===== src/design/bpp_pkg.sv =====
`default_nettype none
// ----------------------------------------------------------------------------
// bpp_pkg
// Shared constants and the command/status structs that join the packet
// parser's controller and datapath.
// ----------------------------------------------------------------------------
package bpp_pkg;

  localparam int unsigned BYTE_W = 8;
  localparam int unsigned POS_W  = 9;
  localparam int unsigned RAW_W  = 16;

  localparam logic [BYTE_W-1:0] SYNC_BYTE    = 8'hAA;
  localparam logic [BYTE_W-1:0] EXT_BYTE     = 8'h55;
  localparam logic [BYTE_W-1:0] CODE_QUALITY = 8'h02;
  localparam logic [BYTE_W-1:0] CODE_HEART   = 8'h03;
  localparam logic [BYTE_W-1:0] CODE_RAW     = 8'h80;

  // Controller to datapath
  typedef struct packed {
    logic len_load;   // latch length, clear count and sum
    logic data_wr;    // store payload byte, accumulate sum
    logic chk_take;   // checksum byte: clear results, set status, rewind walk
    logic rd_pos;     // read payload at walk position
    logic rd_pos1;    // read payload at walk position + 1
    logic set_ext;    // extension prefix seen
    logic take_code;  // latch row code
    logic take_len;   // latch row length
    logic take_v0;    // first value byte
    logic take_v1;    // second value byte (raw wave low byte)
    logic next_row;   // skip row value bytes, clear extension level
    logic out_load;   // move result into output register
  } bpp_cmd_t;

  // Datapath to controller
  typedef struct packed {
    logic sync;       // incoming byte is sync
    logic len_bad;    // incoming length is zero or too large
    logic data_last;  // this payload byte completes the payload
    logic check_ok;   // incoming byte matches inverted sum
    logic pos_end;    // walk position at or past payload end
    logic rd_ext;     // read byte is an extension prefix
    logic rd_long;    // read byte is a multi-byte code
    logic row_over;   // row value bytes run past payload end
    logic row_use;    // row carries a value of interest
    logic code_raw;   // current row is raw wave
    logic out_free;   // output register can take a result
  } bpp_sts_t;

endpackage
`default_nettype wire


===== src/design/bpp_ctrl.sv =====
`default_nettype none
// ----------------------------------------------------------------------------
// bpp_ctrl
// Frame and row-walk sequencer: hunts sync, counts the payload in, then
// steps through the stored payload row by row.
// ----------------------------------------------------------------------------
module bpp_ctrl (
  input  wire logic              clk_i,
  input  wire logic              rst_ni,
  input  wire logic              in_valid_i,
  output logic                   in_stall_o,
  input  wire bpp_pkg::bpp_sts_t sts_i,
  output bpp_pkg::bpp_cmd_t      cmd_o
);
  import bpp_pkg::*;

  typedef enum logic [12:0] {
    S_SYNC1 = 13'b0000000000001,
    S_SYNC2 = 13'b0000000000010,
    S_LEN   = 13'b0000000000100,
    S_DATA  = 13'b0000000001000,
    S_CHECK = 13'b0000000010000,
    S_W_RD  = 13'b0000000100000,
    S_W_PFX = 13'b0000001000000,
    S_W_LRD = 13'b0000010000000,
    S_W_LEN = 13'b0000100000000,
    S_W_CHK = 13'b0001000000000,
    S_W_V0  = 13'b0010000000000,
    S_W_V1  = 13'b0100000000000,
    S_DONE  = 13'b1000000000000
  } bpp_state_e;

  bpp_state_e state_q, state_d;
  logic       accept;

  always_ff @(posedge clk_i or negedge rst_ni) begin
    if (!rst_ni) begin
      state_q <= S_SYNC1;
    end else begin
      state_q <= state_d;
    end
  end

  // Bytes are taken only in the framing states
  always_comb begin
    in_stall_o = !(state_q == S_SYNC1 || state_q == S_SYNC2 || state_q == S_LEN ||
                   state_q == S_DATA  || state_q == S_CHECK);
  end

  assign accept = in_valid_i && !in_stall_o;

  always_comb begin
    state_d = state_q;
    cmd_o   = '0;
    unique case (state_q)
      S_SYNC1: begin
        if (accept && sts_i.sync) state_d = S_SYNC2;
      end
      S_SYNC2: begin
        if (accept) state_d = sts_i.sync ? S_LEN : S_SYNC1;
      end
      S_LEN: begin
        // a sync byte in the length slot is skipped
        if (accept && !sts_i.sync) begin
          if (sts_i.len_bad) begin
            state_d = S_SYNC1;
          end else begin
            cmd_o.len_load = 1'b1;
            state_d        = S_DATA;
          end
        end
      end
      S_DATA: begin
        if (accept) begin
          cmd_o.data_wr = 1'b1;
          if (sts_i.data_last) state_d = S_CHECK;
        end
      end
      S_CHECK: begin
        if (accept) begin
          cmd_o.chk_take = 1'b1;
          state_d        = sts_i.check_ok ? S_W_RD : S_DONE;
        end
      end
      S_W_RD: begin
        if (sts_i.pos_end) begin
          state_d = S_DONE;
        end else begin
          cmd_o.rd_pos = 1'b1;
          state_d      = S_W_PFX;
        end
      end
      S_W_PFX: begin
        if (sts_i.rd_ext) begin
          cmd_o.set_ext = 1'b1;
          state_d       = S_W_RD;
        end else begin
          cmd_o.take_code = 1'b1;
          state_d         = sts_i.rd_long ? S_W_LRD : S_W_CHK;
        end
      end
      S_W_LRD: begin
        if (sts_i.pos_end) begin
          state_d = S_DONE;
        end else begin
          cmd_o.rd_pos = 1'b1;
          state_d      = S_W_LEN;
        end
      end
      S_W_LEN: begin
        cmd_o.take_len = 1'b1;
        state_d        = S_W_CHK;
      end
      S_W_CHK: begin
        if (sts_i.row_over) begin
          state_d = S_DONE;
        end else if (sts_i.row_use) begin
          cmd_o.rd_pos = 1'b1;
          state_d      = S_W_V0;
        end else begin
          cmd_o.next_row = 1'b1;
          state_d        = S_W_RD;
        end
      end
      S_W_V0: begin
        cmd_o.take_v0 = 1'b1;
        if (sts_i.code_raw) begin
          cmd_o.rd_pos1 = 1'b1;
          state_d       = S_W_V1;
        end else begin
          cmd_o.next_row = 1'b1;
          state_d        = S_W_RD;
        end
      end
      S_W_V1: begin
        cmd_o.take_v1  = 1'b1;
        cmd_o.next_row = 1'b1;
        state_d        = S_W_RD;
      end
      S_DONE: begin
        if (sts_i.out_free) begin
          cmd_o.out_load = 1'b1;
          state_d        = S_SYNC1;
        end
      end
      default: begin
        state_d = S_SYNC1;
      end
    endcase
  end

endmodule
`default_nettype wire


===== src/design/bpp_dp.sv =====
`default_nettype none
// ----------------------------------------------------------------------------
// bpp_dp
// Payload store, length/count/sum registers, row walk registers, result
// collection and the output register.
// ----------------------------------------------------------------------------
module bpp_dp #(
  parameter int unsigned MAX_PAYLOAD = 169
) (
  input  wire logic                           clk_i,
  input  wire logic                           rst_ni,
  input  wire logic [bpp_pkg::BYTE_W-1:0]     rx_byte_i,
  input  wire bpp_pkg::bpp_cmd_t              cmd_i,
  output bpp_pkg::bpp_sts_t                   sts_o,
  output logic                                out_valid_o,
  input  wire logic                           out_stall_i,
  output logic                                status_o,
  output logic [bpp_pkg::BYTE_W-1:0]          signal_quality_o,
  output logic                                has_signal_quality_o,
  output logic [bpp_pkg::BYTE_W-1:0]          heart_rate_o,
  output logic                                has_heart_rate_o,
  output logic signed [bpp_pkg::RAW_W-1:0]    raw_wave_o,
  output logic                                has_raw_wave_o
);
  import bpp_pkg::*;

  localparam int unsigned AW = (MAX_PAYLOAD > 1) ? $clog2(MAX_PAYLOAD) : 1;
  localparam logic [POS_W-1:0] MAX_LEN = POS_W'(MAX_PAYLOAD);

  logic [BYTE_W-1:0] mem [MAX_PAYLOAD];
  logic [BYTE_W-1:0] rdata_q;

  logic [BYTE_W-1:0] length_q, count_q, sum_q;
  logic [POS_W-1:0]  pos_q, pos_inc, row_end, rd_addr;
  logic              ext_q;
  logic [BYTE_W-1:0] code_q, rlen_q, v0_q;

  logic              bad_q, has_sq_q, has_hr_q, has_raw_q;
  logic [BYTE_W-1:0] sq_q, hr_q;
  logic [RAW_W-1:0]  raw_q;
  logic              out_valid_q;

  assign pos_inc = pos_q + POS_W'(1);
  assign row_end = pos_q + {1'b0, rlen_q};
  assign rd_addr = cmd_i.rd_pos1 ? pos_inc : pos_q;

  // Status
  always_comb begin
    sts_o           = '0;
    sts_o.sync      = (rx_byte_i == SYNC_BYTE);
    sts_o.len_bad   = (rx_byte_i == '0) || ({1'b0, rx_byte_i} > MAX_LEN);
    sts_o.data_last = ({1'b0, count_q} + POS_W'(1)) >= {1'b0, length_q};
    sts_o.check_ok  = (rx_byte_i == ~sum_q);
    sts_o.pos_end   = (pos_q >= {1'b0, length_q});
    sts_o.rd_ext    = (rdata_q == EXT_BYTE);
    sts_o.rd_long   = (rdata_q >= CODE_RAW);
    sts_o.row_over  = (row_end > {1'b0, length_q});
    sts_o.row_use   = !ext_q && ((code_q == CODE_QUALITY) || (code_q == CODE_HEART) ||
                                 ((code_q == CODE_RAW) && (rlen_q >= BYTE_W'(2))));
    sts_o.code_raw  = (code_q == CODE_RAW);
    sts_o.out_free  = !out_valid_q || !out_stall_i;
  end

  // Payload store: one write port, one registered read port
  always_ff @(posedge clk_i) begin
    if (cmd_i.data_wr) begin
      mem[count_q[AW-1:0]] <= rx_byte_i;
    end
  end

  always_ff @(posedge clk_i) begin
    if (cmd_i.rd_pos || cmd_i.rd_pos1) begin
      rdata_q <= mem[rd_addr[AW-1:0]];
    end
  end

  // Frame counters
  always_ff @(posedge clk_i or negedge rst_ni) begin
    if (!rst_ni) begin
      length_q <= '0;
      count_q  <= '0;
      sum_q    <= '0;
    end else if (cmd_i.len_load) begin
      length_q <= rx_byte_i;
      count_q  <= '0;
      sum_q    <= '0;
    end else if (cmd_i.data_wr) begin
      count_q <= count_q + BYTE_W'(1);
      sum_q   <= sum_q + rx_byte_i;
    end
  end

  // Row walk registers
  always_ff @(posedge clk_i) begin
    if (cmd_i.chk_take) begin
      pos_q <= '0;
      ext_q <= 1'b0;
    end
    if (cmd_i.set_ext) begin
      pos_q <= pos_inc;
      ext_q <= 1'b1;
    end
    if (cmd_i.take_code) begin
      pos_q  <= pos_inc;
      code_q <= rdata_q;
      rlen_q <= BYTE_W'(1);
    end
    if (cmd_i.take_len) begin
      pos_q  <= pos_inc;
      rlen_q <= rdata_q;
    end
    if (cmd_i.next_row) begin
      pos_q <= row_end;
      ext_q <= 1'b0;
    end
  end

  // Result collection
  always_ff @(posedge clk_i) begin
    if (cmd_i.chk_take) begin
      bad_q     <= !sts_o.check_ok;
      sq_q      <= '0;
      has_sq_q  <= 1'b0;
      hr_q      <= '0;
      has_hr_q  <= 1'b0;
      raw_q     <= '0;
      has_raw_q <= 1'b0;
    end
    if (cmd_i.take_v0) begin
      v0_q <= rdata_q;
      if (code_q == CODE_QUALITY) begin
        sq_q     <= rdata_q;
        has_sq_q <= 1'b1;
      end
      if (code_q == CODE_HEART) begin
        hr_q     <= rdata_q;
        has_hr_q <= 1'b1;
      end
    end
    if (cmd_i.take_v1) begin
      raw_q     <= {v0_q, rdata_q};
      has_raw_q <= 1'b1;
    end
  end

  // Output register
  always_ff @(posedge clk_i or negedge rst_ni) begin
    if (!rst_ni) begin
      out_valid_q <= 1'b0;
    end else if (cmd_i.out_load) begin
      out_valid_q <= 1'b1;
    end else if (!out_stall_i) begin
      out_valid_q <= 1'b0;
    end
  end

  always_ff @(posedge clk_i) begin
    if (cmd_i.out_load) begin
      status_o             <= bad_q;
      signal_quality_o     <= sq_q;
      has_signal_quality_o <= has_sq_q;
      heart_rate_o         <= hr_q;
      has_heart_rate_o     <= has_hr_q;
      raw_wave_o           <= raw_q;
      has_raw_wave_o       <= has_raw_q;
    end
  end

  assign out_valid_o = out_valid_q;

endmodule
`default_nettype wire


===== src/design/biosensor_packet_parser.sv =====
`default_nettype none
// ----------------------------------------------------------------------------
// biosensor_packet_parser
// Sync-framed biosensor packet parser: checksum check and row decode.
// ----------------------------------------------------------------------------
// Bytes are taken one per cycle while the frame is hunted and the payload
// stored. After the checksum byte the input stalls while the stored payload
// is walked through the registered read port of the payload memory, with
// value bytes of uninteresting rows skipped without reading. The slowest
// rows are multi-byte codes with a zero length; the stall grows with the
// payload length, plus any wait for the output register to empty. A request
// on the output carries the last quality, heart rate and raw wave values
// with their present flags, or a checksum-mismatch status with all other
// fields zero.
// ----------------------------------------------------------------------------
module biosensor_packet_parser #(
  parameter int unsigned MAX_PAYLOAD = 169
) (
  input  wire logic                        clk_i,
  input  wire logic                        rst_ni,
  input  wire logic                        in_valid_i,
  output logic                             in_stall_o,
  input  wire logic [bpp_pkg::BYTE_W-1:0]  rx_byte_i,
  output logic                             out_valid_o,
  input  wire logic                        out_stall_i,
  output logic                             status_o,
  output logic [bpp_pkg::BYTE_W-1:0]       signal_quality_o,
  output logic                             has_signal_quality_o,
  output logic [bpp_pkg::BYTE_W-1:0]       heart_rate_o,
  output logic                             has_heart_rate_o,
  output logic signed [bpp_pkg::RAW_W-1:0] raw_wave_o,
  output logic                             has_raw_wave_o
);
  import bpp_pkg::*;

  bpp_cmd_t cmd;
  bpp_sts_t sts;

  bpp_ctrl u_ctrl (
    .clk_i      (clk_i),
    .rst_ni     (rst_ni),
    .in_valid_i (in_valid_i),
    .in_stall_o (in_stall_o),
    .sts_i      (sts),
    .cmd_o      (cmd)
  );

  bpp_dp #(
    .MAX_PAYLOAD (MAX_PAYLOAD)
  ) u_dp (
    .clk_i                (clk_i),
    .rst_ni               (rst_ni),
    .rx_byte_i            (rx_byte_i),
    .cmd_i                (cmd),
    .sts_o                (sts),
    .out_valid_o          (out_valid_o),
    .out_stall_i          (out_stall_i),
    .status_o             (status_o),
    .signal_quality_o     (signal_quality_o),
    .has_signal_quality_o (has_signal_quality_o),
    .heart_rate_o         (heart_rate_o),
    .has_heart_rate_o     (has_heart_rate_o),
    .raw_wave_o           (raw_wave_o),
    .has_raw_wave_o       (has_raw_wave_o)
  );

endmodule
`default_nettype wire


===== config.mk =====
export PLATFORM = sky130hd
export DESIGN_NAME = biosensor_packet_parser
export DESIGN_NICKNAME = d
export VERILOG_FILES = /design/src/design/bpp_pkg.sv /design/src/design/bpp_ctrl.sv /design/src/design/bpp_dp.sv /design/src/design/biosensor_packet_parser.sv
export SDC_FILE = /design/constraint.sdc
export NUM_CORES = 2
export LEC_CHECK = 0
export BUFFER_PORTS_ARGS = -buffer_cell sky130_fd_sc_hd__buf_2
export CAP_MARGIN = 10
export CORE_UTILIZATION = 37
export DETAILED_ROUTE_END_ITERATION = 12
export PLACE_DENSITY = 0.56
export SLEW_MARGIN = 20
export SYNTH_ARGS = -nofsm -noshare
export SYNTH_HDL_FRONTEND = slang
export SYNTH_SLANG_ARGS = --single-unit

===== constraint.sdc =====
create_clock -name clk_i -period 3.77 [get_ports clk_i]
set_input_delay 0.1885 -clock clk_i [delete_from_list [all_inputs] [get_ports clk_i]]
set_output_delay 0.1885 -clock clk_i [all_outputs]
set_load 0.005 [all_outputs]

==> out/summary.txt <==
Top post-synthesis cells by area: edfxtp_1, nand2_1, mux4_2, mux2i_1, nand3_1
Starting Density: 37.4%
Clk pin slew, worst setup/hold paths: 0.06 ns
Reg2Reg Depth: 13
Kind of critical path: reg -> reg
Crit path to: u_dp.rdata_q[3]
Area delta synth->final: 22.8%
Wirelength, routed: 184 mm
Metal3 WL: 15.0 mm
Number of synthesized register bits: 1504
Top layer in use: met5
Final count of negative-setup-slack endpoints: 8
Number of core rows: 148
Layout net count: 5006
Combinational share of power: 2.3%
Register area share after synthesis: 73.2%
Commonest register cell after synthesis: edfxtp_1
Switching portion of total power: 21.1%
Setup Skew: 0.0364 ns
Clock power share: 45.1%
Synth Instances: 4314
Clk buf depth: 3
RSZ-0062 raised after global routing: true
Syn avg cell area: 14.2 sq um
Async set-reset flop share out of synthesis: 2.53%
Metal-1 WL: 77.3 mm
Worst EP arrival: 4.44 ns
Routability Congestion: 0.930
Slew headroom: 17.7%
Tmin final: 3.88 ns
Clock net sink count: 1504
Area leader, netlist: edfxtp_1
Die Span X: 409 microns
Max Cap Viol: 0
Number of global-route vias before repair: 38700
Critical R2R Launch: u_ctrl.state_q[3]
Status: finished with violations
Final core occ: 45.9%
P_sw: 7.39 mW
Average routed wire per standard cell: 25.4 microns
Critical path required time: 4.33 ns
Register share of total power: 52.5%
Layout cells sized above 1: 22.8%
# H-tree levels: 4
First-pass GRT wire length: 267 mm
Endpoints failing hold: 0
Clk root buf: clkbuf_16
Routed vias: 39900
TritonCTS clock tree: yes
Yosys Warn Count: 0
Worst VDD drop: 0.474 mV
R2r setup slk: -0.11 ns
Initial antenna violation count: 8
Hold crit path type: in -> async
Largest net degree at the start of global routing: 107
Worst skew pair latency: 0.82 ns
Worst slew pin tran: 1.23 ns
Core box area: 0.164 sq mm
Cell area after synthesis: 0.0612 sq mm
Static leakage: 26.2 nW
Power Internal: 27.6 mW
Pwr dens: 467 mW/mm^2
Startpoint Class: register
Synth top area share: 71.0%
RR Endpoint: u_dp.rdata_q[3]
Die area: 0.167 sq mm
Critical Path Sink Type: register
Place WS: -0.680 ns
Met2 WL: 84.4 mm
Violated checks: negative setup slack
Crit path max fanout: 7
Initial DRC Count: 4494
# IOs: 50
Netlist cell types: 79
DRC viols: 0
Routed Antenna Nets: 0
Die height: 409 microns
Grt total ovfl: 0
Average vias per placed instance: 5.50
Mapped Nets: 4372
# port buffers: 49
Fin. max-slew vios: 0
FMAX: 258 MHz
Critical Path Source: u_ctrl.state_q[3]
Total GRT Usage: 21.7%
Top-count cell post-synth: edfxtp_1
Commonest cells post-synth: edfxtp_1, nand2_1, nand3_1, nor2_1, mux2i_1
Power consumption: 35.0 mW
Non-Filler Instances: 7254
Inst Count DP: 6887
Crit share post-route: 103%
TritonCTS buffer count: 160
Post-synth EDFFs: 1446
Final setup margin: -0.108 ns
Worst hold slack: 0.0664 ns
Dpl hpwl: 120 mm
First-pass detailed-route iteration total: 6
## cells by family after synthesis
family / share of synthesized area (%)
and+or+nand+nor: 11.9
DFF: 73.2
AOI/OAI and AO/OA: 6.12
buffers and inverters: 2.18
muxes: 5.18
adders and majority gates: 0.966
xor gates and xnor gates: 0.485
## worst max-delay path, cell delays in order (launching register included)
cell     delay, ns
dfrtp_1       0.40
nor4b_4       0.32
buf_4         0.18
nand4_4       0.13
buf_6         0.19
o21ai_4       0.19
and2_4        0.34
buf_8         0.18
mux4_2        0.51
a32oi_2       0.26
nand2_1       0.13
nor2_4        0.16
a31oi_4       0.11
or4b_1        0.52
## layer usage
layer,vias to the layer above,global-route usage [%]
met5,-,0
met4,2,8.87
met3,347,3.49
met2,1799,33.6
met1,20200,30.5
li1,17600,-
## cells in the final DEF (no fill, tap or decap), types with 73 or more instances in the layout
| cell | count |
|---|---|
| edfxtp_1 | 1446 |
| nand2_1 | 899 |
| buf_4 | 585 |
| nand3_1 | 275 |
| nor2_1 | 234 |
| clkbuf_16 | 166 |
| mux2i_1 | 146 |
| a21oi_1 | 95 |
| a32oi_1 | 88 |
| mux4_2 | 73 |
## worst min path at each step
| stage | startpoint | endpoint | slack (ns) |
|---|---|---|---|
| after global routing | rst_ni | u_dp.sum_q[3] | 0.16 |
| after CTS | rst_ni | u_dp.sum_q[3] | 0.06 |
| after detailed placement | rst_ni | u_dp.sum_q[2] | 0.37 |
| after global placement | rst_ni | u_dp.sum_q[2] | 0.36 |
| after floorplan | rst_ni | u_ctrl.state_q[10] | -0.11 |
| final | rst_ni | u_dp.sum_q[3] | 0.07 |
## what timing repair did
action                                  CTS  global route
hold buffers                             11             0
cloned                                   10             3
pin swaps                                36            48
hold endpoints to repair                253             0
buffers inserted                         41            16
resized for setup                       106            77
endpoints found under the setup margin   25           643
## power by group through the flow
stage	Clock (mW)	Combinational, mW	Sequential (mW)
2_1_floorplan	0	0.311	18.7
3_3_place_gp	0	0.781	18.8
3_5_place_dp	0	0.800	18.8
4_1_cts	16.1	0.815	18.4
5_1_grt	16.7	0.892	18.4
6_report	15.8	0.814	18.4
## registers in the layout, summed over array words and instances (netlist names), 9 cells and up
name,cells
u_dp.mem,1352
u_dp.raw_q,16
u_dp.raw_wave_o,16
u_ctrl.state_q,13
u_dp.pos_q,9
## metrics by stage
step	cell area, sq um	TNS, ns
floorplan	61200	0
global placement	68100	-3.53
detailed placement	68100	-3.71
CTS	74600	-0.794
global route	75100	-1.32
finish	75100	-0.547
## final cells by class
| cell class | instances | area (sq um) |
|---|---|---|
| Timing Repair Buffer | 726 | 6370 |
| Multi-Input combinational cell | 2517 | 15800 |
| Clock inverter | 98 | 1050 |
| Antenna cell | 1 | 2.50 |
| Tap cell | 2175 | 2720 |
| Clock buffer | 194 | 4220 |
| Fill cell | 14300 | 88400 |
| Sequential cell | 1504 | 44800 |
| Inverter | 39 | 149 |
Note: power is estimated with default switching activity, not from simulation.
